File: src/hdl/day_count_to_calendar_date_macros.svh
// Assertion macros shared by the day count to calendar date design.
`ifndef DAY_COUNT_TO_CALENDAR_DATE_MACROS_SVH
`define DAY_COUNT_TO_CALENDAR_DATE_MACROS_SVH

// Same-cycle implication, sampled on clk and disabled while rst_n is low.
`define DCCD_ASSERT_NOW(name, ante, cons, msg) \
  name: assert property (@(posedge clk) disable iff (!rst_n) (ante) |-> (cons)) \
    else $error(msg);

// Next-cycle implication, sampled on clk and disabled while rst_n is low.
`define DCCD_ASSERT_NEXT(name, ante, cons, msg) \
  name: assert property (@(posedge clk) disable iff (!rst_n) (ante) |=> (cons)) \
    else $error(msg);

`endif

File: src/hdl/dccd_pkg.sv
// Constants and the month start table for the day count to calendar date block.
`timescale 1ns / 1ps

package dccd_pkg;

  localparam int BASE_YEAR      = 1900;
  localparam int DAY_BITS       = 17;
  localparam int ANCHOR_YEAR    = 1970;
  localparam int ANCHOR_WEEKDAY = 4;

  localparam int YEAR_BITS  = 12;
  localparam int MONTH_BITS = 4;
  localparam int MDAY_BITS  = 5;
  localparam int WDAY_BITS  = 3;

  localparam int DAYS_PER_WEEK = 7;
  localparam int ERA_YEARS     = 400;
  localparam int ERA_DAYS      = 146097;
  localparam int CENT_DAYS     = 36524;
  localparam int QUAD_DAYS     = 1460;
  localparam int YEAR_DAYS     = 365;
  localparam int CENTS_PER_ERA = 4;
  localparam int YEARS_PER_CENT = 100;
  // Day of a March-based year on which January 1 falls.
  localparam int MAR_TO_JAN    = 306;
  // Month index (March is 0) of January in the March-based year.
  localparam int MP_JAN        = 10;
  localparam int NUM_STAGES    = 9;

  // Days from March 1 of year 0 to January 1 of the base year.
  localparam int BASE_Y1    = BASE_YEAR - 1;
  localparam int BASE_ERA   = BASE_Y1 / ERA_YEARS;
  localparam int BASE_YOE   = BASE_Y1 - BASE_ERA * ERA_YEARS;
  localparam int BASE_SHIFT = BASE_ERA * ERA_DAYS + BASE_YOE * YEAR_DAYS + BASE_YOE / 4
                              - BASE_YOE / 100 + MAR_TO_JAN;

  // Weekday offset from the 1970 anchor.
  localparam int BASE_P     = BASE_YEAR - 1;
  localparam int ANCH_P     = ANCHOR_YEAR - 1;
  localparam int EPOCH_DAYS = (ANCH_P * 365 + ANCH_P / 4 - ANCH_P / 100 + ANCH_P / 400)
                              - (BASE_P * 365 + BASE_P / 4 - BASE_P / 100 + BASE_P / 400);
  localparam int WD_OFS     = ((ANCHOR_WEEKDAY - EPOCH_DAYS) % 7 + 7) % 7;

  localparam int MAX_Z     = BASE_SHIFT + 2 ** DAY_BITS - 1;
  localparam int Z_BITS    = $clog2(MAX_Z + 1);
  localparam int ERA_MAX   = MAX_Z / ERA_DAYS;
  localparam int ERA_BITS  = $clog2(ERA_MAX + 1);
  localparam int DOE_BITS  = 18;
  localparam int YOE_BITS  = 9;
  localparam int DOY_BITS  = 9;
  localparam int DOY5_BITS = 11;
  localparam int MP_BITS   = 4;
  localparam int CENT_BITS = 3;
  localparam int Q1460_BITS = 7;
  localparam int YCALC_BITS = $clog2((ERA_MAX + 1) * ERA_YEARS + 1);

  // Exact division by a constant: floor(x / D) = (x * ceil(2^S / D)) >> S when
  // 2^S is at least the bound of x times the bound of D.
  localparam int D7_SH     = DAY_BITS + 3;
  localparam int M7_VAL    = (2 ** D7_SH + DAYS_PER_WEEK - 1) / DAYS_PER_WEEK;
  localparam int M7_BITS   = $clog2(M7_VAL + 1);
  localparam int P7_BITS   = DAY_BITS + M7_BITS;

  localparam int D1460_SH   = DOE_BITS + 11;
  localparam int M1460_VAL  = (2 ** D1460_SH + QUAD_DAYS - 1) / QUAD_DAYS;
  localparam int M1460_BITS = $clog2(M1460_VAL + 1);
  localparam int P1460_BITS = DOE_BITS + M1460_BITS;

  localparam int D365_SH   = DOE_BITS + 9;
  localparam int M365_VAL  = (2 ** D365_SH + YEAR_DAYS - 1) / YEAR_DAYS;
  localparam int M365_BITS = $clog2(M365_VAL + 1);
  localparam int P365_BITS = DOE_BITS + M365_BITS;

  localparam int D153_SH   = DOY5_BITS + 8;
  localparam int M153_VAL  = (2 ** D153_SH + 153 - 1) / 153;
  localparam int M153_BITS = $clog2(M153_VAL + 1);
  localparam int P153_BITS = DOY5_BITS + M153_BITS;

  // First day of each month within a March-based year.
  function automatic logic [DOY_BITS-1:0] month_start(input logic [MP_BITS-1:0] mp);
    logic [DOY_BITS-1:0] start;
    unique case (mp)
      4'd0:    start = 9'd0;
      4'd1:    start = 9'd31;
      4'd2:    start = 9'd61;
      4'd3:    start = 9'd92;
      4'd4:    start = 9'd122;
      4'd5:    start = 9'd153;
      4'd6:    start = 9'd184;
      4'd7:    start = 9'd214;
      4'd8:    start = 9'd245;
      4'd9:    start = 9'd275;
      4'd10:   start = 9'd306;
      4'd11:   start = 9'd337;
      default: start = 9'd0;
    endcase
    return start;
  endfunction

endpackage

File: src/hdl/day_count_to_calendar_date.sv
// Day count to calendar date converter: pipeline, weekday path and checks.
`timescale 1ns / 1ps

// Converts a day count (day 0 is January 1, 1900) into year, month, day of
// month and weekday under the Gregorian leap rule. The datapath is a nine
// stage pipeline, and a new day count can enter every cycle while in_stall
// is low. The depth is set by the chain of constant divisions that run
// through a March-based 400-year cycle: the split into 400-year cycles and
// into centuries is done by comparison, the divisions by 1460, 365 and 153
// (and by 7 for the weekday) as reciprocal multiplies. Stages hold their
// data while out_stall is high; a bubble inside the pipeline is filled
// even while the output waits.
module day_count_to_calendar_date
  import dccd_pkg::*;
(
  input  logic                  clk,
  input  logic                  rst_n,
  input  logic                  in_valid,
  output logic                  in_stall,
  input  logic [DAY_BITS-1:0]   in_day_index,
  output logic                  out_valid,
  input  logic                  out_stall,
  output logic [YEAR_BITS-1:0]  out_year,
  output logic [MONTH_BITS-1:0] out_month,
  output logic [MDAY_BITS-1:0]  out_day_of_month,
  output logic [WDAY_BITS-1:0]  out_weekday
);

  logic [NUM_STAGES:1] vld_r, vld_nxt, adv;

  // Stage registers.
  logic [Z_BITS-1:0]     s1_z_r, s2_z_r;
  logic [DAY_BITS-1:0]   s1_rep_r, s1_q7_r;
  logic [ERA_BITS-1:0]   s2_era_r, s3_era_r, s4_era_r, s5_era_r, s6_era_r, s7_era_r, s8_era_r;
  logic [WDAY_BITS-1:0]  s2_wd_r, s3_wd_r, s4_wd_r, s5_wd_r, s6_wd_r, s7_wd_r, s8_wd_r;
  logic [DOE_BITS-1:0]   s3_doe_r, s4_doe_r, s5_doe_r, s6_doe_r;
  logic [Q1460_BITS-1:0] s4_q1460_r;
  logic [CENT_BITS-1:0]  s4_cent_r;
  logic                  s4_last_r;
  logic [DOE_BITS-1:0]   s5_x_r;
  logic [YOE_BITS-1:0]   s6_yoe_r, s7_yoe_r, s8_yoe_r;
  logic [DOY_BITS-1:0]   s7_doy_r, s8_doy_r;
  logic [MP_BITS-1:0]    s8_mp_r;
  logic [YEAR_BITS-1:0]  s9_year_r;
  logic [MONTH_BITS-1:0] s9_month_r;
  logic [MDAY_BITS-1:0]  s9_mday_r;
  logic [WDAY_BITS-1:0]  s9_wd_r;

  // Next values.
  logic [Z_BITS-1:0]     s1_z_nxt;
  logic [DAY_BITS-1:0]   s1_q7_nxt;
  logic [P7_BITS-1:0]    p7;
  logic [ERA_BITS-1:0]   s2_era_nxt;
  logic [DAY_BITS-1:0]   r7_full;
  logic [WDAY_BITS:0]    wd_sum;
  logic [WDAY_BITS-1:0]  s2_wd_nxt;
  logic [DOE_BITS-1:0]   s3_doe_nxt;
  logic [P1460_BITS-1:0] p1460;
  logic [Q1460_BITS-1:0] s4_q1460_nxt;
  logic [CENT_BITS-1:0]  s4_cent_nxt;
  logic                  s4_last_nxt;
  logic [DOE_BITS-1:0]   s5_x_nxt;
  logic [P365_BITS-1:0]  p365;
  logic [YOE_BITS-1:0]   s6_yoe_nxt;
  logic [CENT_BITS-1:0]  yoe_cent;
  logic [DOE_BITS-1:0]   year_start;
  logic [DOY_BITS-1:0]   s7_doy_nxt;
  logic [DOY5_BITS-1:0]  doy5;
  logic [P153_BITS-1:0]  p153;
  logic [MP_BITS-1:0]    s8_mp_nxt;
  logic                  jan_feb;
  logic [YCALC_BITS-1:0] year_full;
  logic [YEAR_BITS-1:0]  s9_year_nxt;
  logic [MONTH_BITS-1:0] s9_month_nxt;
  logic [MDAY_BITS-1:0]  s9_mday_nxt;

  // A stage may load when it is empty or when the stage after it moves on.
  always_comb begin
    adv[NUM_STAGES] = !vld_r[NUM_STAGES] || !out_stall;
    for (int k = NUM_STAGES - 1; k >= 1; k--) begin
      adv[k] = !vld_r[k] || adv[k+1];
    end
    vld_nxt = vld_r;
    if (adv[1]) begin
      vld_nxt[1] = in_valid;
    end
    for (int k = 2; k <= NUM_STAGES; k++) begin
      if (adv[k]) begin
        vld_nxt[k] = vld_r[k-1];
      end
    end
  end

  assign in_stall = !adv[1];

  always_ff @(posedge clk) begin
    if (!rst_n) begin
      vld_r <= '0;
    end else begin
      vld_r <= vld_nxt;
    end
  end

  // Stage 1: shift to a March-based day count and start the modulo 7.
  always_comb begin
    s1_z_nxt  = Z_BITS'(in_day_index) + Z_BITS'(BASE_SHIFT);
    p7        = P7_BITS'(in_day_index) * P7_BITS'(M7_VAL);
    s1_q7_nxt = DAY_BITS'(p7 >> D7_SH);
  end

  // Stage 2: era by comparison against whole 400-year cycles; weekday.
  always_comb begin
    s2_era_nxt = '0;
    for (int k = 1; k <= ERA_MAX; k++) begin
      if (s1_z_r >= Z_BITS'(k * ERA_DAYS)) begin
        s2_era_nxt = ERA_BITS'(k);
      end
    end
    r7_full = s1_rep_r - DAY_BITS'(s1_q7_r) * DAY_BITS'(DAYS_PER_WEEK);
    wd_sum  = (WDAY_BITS + 1)'(r7_full[WDAY_BITS-1:0]) + (WDAY_BITS + 1)'(WD_OFS);
    if (wd_sum >= (WDAY_BITS + 1)'(DAYS_PER_WEEK)) begin
      s2_wd_nxt = WDAY_BITS'(wd_sum - (WDAY_BITS + 1)'(DAYS_PER_WEEK));
    end else begin
      s2_wd_nxt = WDAY_BITS'(wd_sum);
    end
  end

  // Stage 3: day within the era.
  assign s3_doe_nxt = DOE_BITS'(s2_z_r - Z_BITS'(s2_era_r) * Z_BITS'(ERA_DAYS));

  // Stage 4: leap day corrections, counted in four-year and century blocks.
  always_comb begin
    p1460        = P1460_BITS'(s3_doe_r) * P1460_BITS'(M1460_VAL);
    s4_q1460_nxt = Q1460_BITS'(p1460 >> D1460_SH);
    s4_cent_nxt  = '0;
    for (int k = 1; k <= CENTS_PER_ERA; k++) begin
      if (s3_doe_r >= DOE_BITS'(k * CENT_DAYS)) begin
        s4_cent_nxt = CENT_BITS'(k);
      end
    end
    s4_last_nxt = (s3_doe_r == DOE_BITS'(ERA_DAYS - 1));
  end

  // Stage 5: day count with leap days folded out.
  assign s5_x_nxt = s4_doe_r - DOE_BITS'(s4_q1460_r) + DOE_BITS'(s4_cent_r)
                    - DOE_BITS'(s4_last_r);

  // Stage 6: year within the era.
  always_comb begin
    p365       = P365_BITS'(s5_x_r) * P365_BITS'(M365_VAL);
    s6_yoe_nxt = YOE_BITS'(p365 >> D365_SH);
  end

  // Stage 7: day within the March-based year.
  always_comb begin
    yoe_cent = '0;
    for (int k = 1; k < CENTS_PER_ERA; k++) begin
      if (s6_yoe_r >= YOE_BITS'(k * YEARS_PER_CENT)) begin
        yoe_cent = CENT_BITS'(k);
      end
    end
    year_start = DOE_BITS'(s6_yoe_r) * DOE_BITS'(YEAR_DAYS) + DOE_BITS'(s6_yoe_r >> 2)
                 - DOE_BITS'(yoe_cent);
    s7_doy_nxt = DOY_BITS'(s6_doe_r - year_start);
  end

  // Stage 8: month index, March is 0.
  always_comb begin
    doy5      = DOY5_BITS'(s7_doy_r) * DOY5_BITS'(5) + DOY5_BITS'(2);
    p153      = P153_BITS'(doy5) * P153_BITS'(M153_VAL);
    s8_mp_nxt = MP_BITS'(p153 >> D153_SH);
  end

  // Stage 9: calendar fields. January and February belong to the next year.
  always_comb begin
    jan_feb = (s8_mp_r >= MP_BITS'(MP_JAN));
    if (jan_feb) begin
      s9_month_nxt = MONTH_BITS'(s8_mp_r - MP_BITS'(MP_JAN - 1));
    end else begin
      s9_month_nxt = MONTH_BITS'(s8_mp_r + MP_BITS'(3));
    end
    s9_mday_nxt = MDAY_BITS'(s8_doy_r - month_start(s8_mp_r) + DOY_BITS'(1));
    year_full   = YCALC_BITS'(s8_era_r) * YCALC_BITS'(ERA_YEARS) + YCALC_BITS'(s8_yoe_r)
                  + YCALC_BITS'(jan_feb);
    s9_year_nxt = YEAR_BITS'(year_full);
  end

  always_ff @(posedge clk) begin
    if (adv[1]) begin
      s1_z_r   <= s1_z_nxt;
      s1_rep_r <= in_day_index;
      s1_q7_r  <= s1_q7_nxt;
    end
    if (adv[2]) begin
      s2_z_r   <= s1_z_r;
      s2_era_r <= s2_era_nxt;
      s2_wd_r  <= s2_wd_nxt;
    end
    if (adv[3]) begin
      s3_doe_r <= s3_doe_nxt;
      s3_era_r <= s2_era_r;
      s3_wd_r  <= s2_wd_r;
    end
    if (adv[4]) begin
      s4_doe_r   <= s3_doe_r;
      s4_q1460_r <= s4_q1460_nxt;
      s4_cent_r  <= s4_cent_nxt;
      s4_last_r  <= s4_last_nxt;
      s4_era_r   <= s3_era_r;
      s4_wd_r    <= s3_wd_r;
    end
    if (adv[5]) begin
      s5_x_r   <= s5_x_nxt;
      s5_doe_r <= s4_doe_r;
      s5_era_r <= s4_era_r;
      s5_wd_r  <= s4_wd_r;
    end
    if (adv[6]) begin
      s6_yoe_r <= s6_yoe_nxt;
      s6_doe_r <= s5_doe_r;
      s6_era_r <= s5_era_r;
      s6_wd_r  <= s5_wd_r;
    end
    if (adv[7]) begin
      s7_doy_r <= s7_doy_nxt;
      s7_yoe_r <= s6_yoe_r;
      s7_era_r <= s6_era_r;
      s7_wd_r  <= s6_wd_r;
    end
    if (adv[8]) begin
      s8_mp_r  <= s8_mp_nxt;
      s8_doy_r <= s7_doy_r;
      s8_yoe_r <= s7_yoe_r;
      s8_era_r <= s7_era_r;
      s8_wd_r  <= s7_wd_r;
    end
    if (adv[9]) begin
      s9_year_r  <= s9_year_nxt;
      s9_month_r <= s9_month_nxt;
      s9_mday_r  <= s9_mday_nxt;
      s9_wd_r    <= s8_wd_r;
    end
  end

  assign out_valid        = vld_r[NUM_STAGES];
  assign out_year         = s9_year_r;
  assign out_month        = s9_month_r;
  assign out_day_of_month = s9_mday_r;
  assign out_weekday      = s9_wd_r;

`include "day_count_to_calendar_date_macros.svh"

  `DCCD_ASSERT_NEXT(a_enter_stage1, in_valid && !in_stall, vld_r[1], "accepted beat did not enter stage 1")
  `DCCD_ASSERT_NOW(a_march_index, vld_r[8], (s8_mp_r <= MP_BITS'(11)) && (s8_doy_r <= DOY_BITS'(YEAR_DAYS)), "month index or day of year out of range")
  `DCCD_ASSERT_NOW(a_month_range, out_valid, (out_month != '0) && (out_month <= MONTH_BITS'(12)), "month out of range")
  `DCCD_ASSERT_NOW(a_day_range, out_valid, (out_day_of_month != '0) && (out_month != MONTH_BITS'(2) || out_day_of_month <= MDAY_BITS'(29)) && (out_weekday < WDAY_BITS'(DAYS_PER_WEEK)), "day of month or weekday out of range")

endmodule
File: config.mk
export PLATFORM = sky130hd
export DESIGN_NAME = day_count_to_calendar_date
export DESIGN_NICKNAME = d
export VERILOG_FILES = /design/src/hdl/dccd_pkg.sv /design/src/hdl/day_count_to_calendar_date.sv
export VERILOG_INCLUDE_DIRS = /design/src /design/src/hdl
export SDC_FILE = /design/constraint.sdc
export NUM_CORES = 1
export LEC_CHECK = 0
export BUFFER_PORTS_ARGS = -buffer_cell sky130_fd_sc_hd__buf_4
export CORE_UTILIZATION = 35
export CTS_CLUSTER_DIAMETER = 120
export DETAILED_ROUTE_END_ITERATION = 12
export PLACE_DENSITY = 0.56
export SLEW_MARGIN = 10
export SYNTH_ARGS = -nofsm -noshare
export SYNTH_HDL_FRONTEND = slang
export SYNTH_SLANG_ARGS = --single-unit
File: constraint.sdc
create_clock -name clk -period 8.4 [get_ports clk]
set_clock_uncertainty 0.05 [all_clocks]
set_input_delay 0.42 -clock clk [delete_from_list [all_inputs] [get_ports clk]]
set_output_delay 0.42 -clock clk [all_outputs]
set_load 0.01 [all_outputs]
==> results by group <==
Status
  – Outcome: finished clean

Route
  – Routed via count: 16.28k
  – Via density: 4.591
  – Sum of routed wire length over all layers: 51340 µm
  – Antenna Violating Nets Remaining: 0
  – Drt pass-1 iters: 5
  – Number of design rule violations left after detail routing: 0
  – Routed WL per cell: 14.48 µm
  – Iter 0 DRT Violations: 517

Final layout
  – Final net count: 3433
  – Share of post-route cells with drive strength above 1: 0.04688
  – Area growth from synthesis to final layout: 9.537%
  – Antenna diodes: 0

STA
  – Number of hold violations in the final report: 0
  – Upper clock frequency limit: 127.7 MHz
  – Period utilisation layout: 0.9326
  – Worst Tran Pin Value: 1103 ps
  – Final worst hold slack: 68.08 ps
  – Number of max-slew violations in the final report: 0
  – TNS Setup: 0 ps
  – Min cycle time layout: 7834 ps
  – Unrepaired setup endpoints after global routing: false
  – Number of setup violations in the final report: 0
  – Worst slew slack as a fraction of its limit: 0.2628

Placement
  – Number of buffer cells added on primary ports: 46
  – Detail Placement HPWL: 43180 µm
  – Routability congestion estimate: 0.8450

Floorplan
  – X dimension of the die: 283.9 µm
  – Core Footprint: 78740 µm²
  – Vertical die dimension: 283.9 µm
  – Die Area: 80600 µm²
  – Effective utilization at floorplan: 0.3532
  – Total number of placement rows: 103
  – # IOs: 47

Setup path
  – Most used cell, CP: sky130_fd_sc_hd__ha_1
  – Category of the most critical setup path: flip-flop to flip-flop
  – Crit Path Max Fanout: 6
  – Worst path required time: 8850 ps
  – Nature of the critical path startpoint: flip-flop
  – Sort of element at the end of the critical path: flip-flop
  – Max stage delay cell, worst path: sky130_fd_sc_hd__fa_1
  – Worst endpoint data arrival time: 8280 ps
  – Maximum single-stage delay on the critical path: 560 ps

Clock tree
  – CTS Root Buffer Type: sky130_fd_sc_hd__clkbuf_16
  – H-tree depth: 1
  – Post-CTS setup buffer count: 0
  – Source-to-sink clock delay at the later pin of the worst-skew pair: 570 ps
  – Clock tree from TritonCTS: built
  – Clock transition at the registers of the reported paths: 60 ps
  – Number of clock sinks: 251
  – Buffer levels on the longest clock path: 3
  – Cts bufs inserted: 27

Logic synthesis
  – Syn Inst Count: 2396
  – Post-synthesis cell type count: 75
  – Main flop type after synthesis: sky130_fd_sc_hd__edfxtp_1
  – Yosys warning total: 0
  – Post-synth ARST share: 0
  – Number of enable-type register cells in the synthesized netlist: 237
  – Post-Syn Area: 27810 µm²
  – Mean instance size in the synthesized netlist: 11.61 µm²
  – Post-Syn Nets: 3354
  – Largest area contributor in the synthesized netlist: sky130_fd_sc_hd__ha_1
  – Total of flip-flops plus latches after synthesis: 251
  – Sequential area share after synthesis: 0.2660
  – Top cell types by occurrence after synthesis: 611 x sky130_fd_sc_hd__ha_1, 590 x sky130_fd_sc_hd__inv_1, 326 x sky130_fd_sc_hd__fa_1
  – Yosys top cell area share: 0.2749
  – Most common cell in the synthesized netlist: sky130_fd_sc_hd__ha_1
  – Main area contributors after synthesis: sky130_fd_sc_hd__ha_1 27%, sky130_fd_sc_hd__edfxtp_1 26%, sky130_fd_sc_hd__fa_1 23%

Global route
  – First-pass GRT wire length: 89670 µm
  – Leftover overflow at the end of global routing: 0
  – Largest net degree at the start of global routing: 36
  – Via count of the first global-routing pass: 18.01k
  – Antenna violations before repair: 0
  – Global router's overall resource usage: 0.1345

Hold path
  – Classification of the worst-slack hold path: primary input to flip-flop

Job
  – Number of max-cap violations: 0
==> stage by stage <==
stage / instances / setup slack [ps] / instance area, µm² / util
6_report: 3546 / 566.5 / 30470 / 0.3869
4_1_cts: 3546 / 550.2 / 30470 / 0.3869
5_1_grt: 3546 / 121.8 / 30470 / 0.3869
3_3_place_gp: 3495 / 871.6 / 29510 / 0.3747
3_5_place_dp: 3495 / 619.1 / 29510 / 0.3747
2_1_floorplan: 2396 / 1400 / 27810 / -
==> critical path: cells and delay by family (launching register included) <==
kind	cells	cell delay (ps)
DFF	1	500
xor gates and xnor gates	2	480
AOI/OAI and AO/OA	11	2250
adders and majority gates	9	3500
and+or+nand+nor	5	480
muxes	1	300
buffers and inverters	3	230
==> layout by cell type (no fill, tap or decap), types with 19 or more instances in the layout <==
cell type,instances
sky130_fd_sc_hd__edfxtp_1,237
sky130_fd_sc_hd__xnor2_1,101
sky130_fd_sc_hd__xor2_1,29
sky130_fd_sc_hd__nand2_1,52
sky130_fd_sc_hd__nand3_1,19
sky130_fd_sc_hd__nor2_1,59
sky130_fd_sc_hd__clkbuf_16,27
sky130_fd_sc_hd__buf_4,52
sky130_fd_sc_hd__inv_1,590
sky130_fd_sc_hd__fa_1,326
sky130_fd_sc_hd__a21oi_1,80
sky130_fd_sc_hd__o21a_1,19
sky130_fd_sc_hd__o21ai_0,29
sky130_fd_sc_hd__nor3_1,19
sky130_fd_sc_hd__ha_1,611
==> state kept, by name, summed over array words and instances (netlist names), 12 cells and up, named ones only <==
| signal | count |
|---|---|
| s3_doe_r | 18 |
| s5_x_r | 18 |
| s2_z_r | 18 |
| s4_doe_r | 18 |
| s1_z_r | 19 |
| out_year | 12 |
==> path summary, 6_finish.rpt <==
kind | start | end | slack, ps | cells past startpoint
worst max-delay path | s7_doy_r[1]$_DFFE_PP_ | flip-flop | 570 | 31
worst min-delay path | out_stall | vld_r[9]$_SDFFE_PN0P_ | 70 | 3
worst max register to register | s7_doy_r[1]$_DFFE_PP_ | flip-flop | 570 | 31
worst min register to register | s2_wd_r[0]$_DFFE_PP_ | s3_wd_r[0]$_DFFE_PP_ | 360 | 0
==> routing by layer <==
metal,up-vias,GRT usage,share of wire
li1,8009,-,-
met5,-,0,0
met3,46,0.01150,0.021
met2,139,0.2443,0.51
met4,0,0.02432,0.013
met1,8087,0.1746,0.46
==> timing repair <==
item                      CTS  global route
hold endpoints to repair    1             0
gates resized for setup     0             0
hold buffers                1             0
==> cell families after synthesis <==
group | Yosys count | share of synthesized area
DFF | 251 | 0.2660
adders and majority gates | 937 | 0.5095
and+or+nand+nor | 227 | 0.03986
buffers and inverters | 595 | 0.08030
AOI/OAI and AO/OA | 249 | 0.06060
muxes | 7 | 0.002834
xor gates and xnor gates | 130 | 0.04094
==> cell type report <==
type                    instances  area [µm²]
clock buffers                  33       698.2
multi-input cells            1550       18180
clock inverters                17       251.5
fillers                      7532       48280
repair buffers                 53       400.4
flip-flops and latches        251        7397
well taps                    1050        1314
inverters                     592        2222
Power is not shown: default switching activity piles up to over one toggle a cycle in this logic, so the estimate is an artifact.
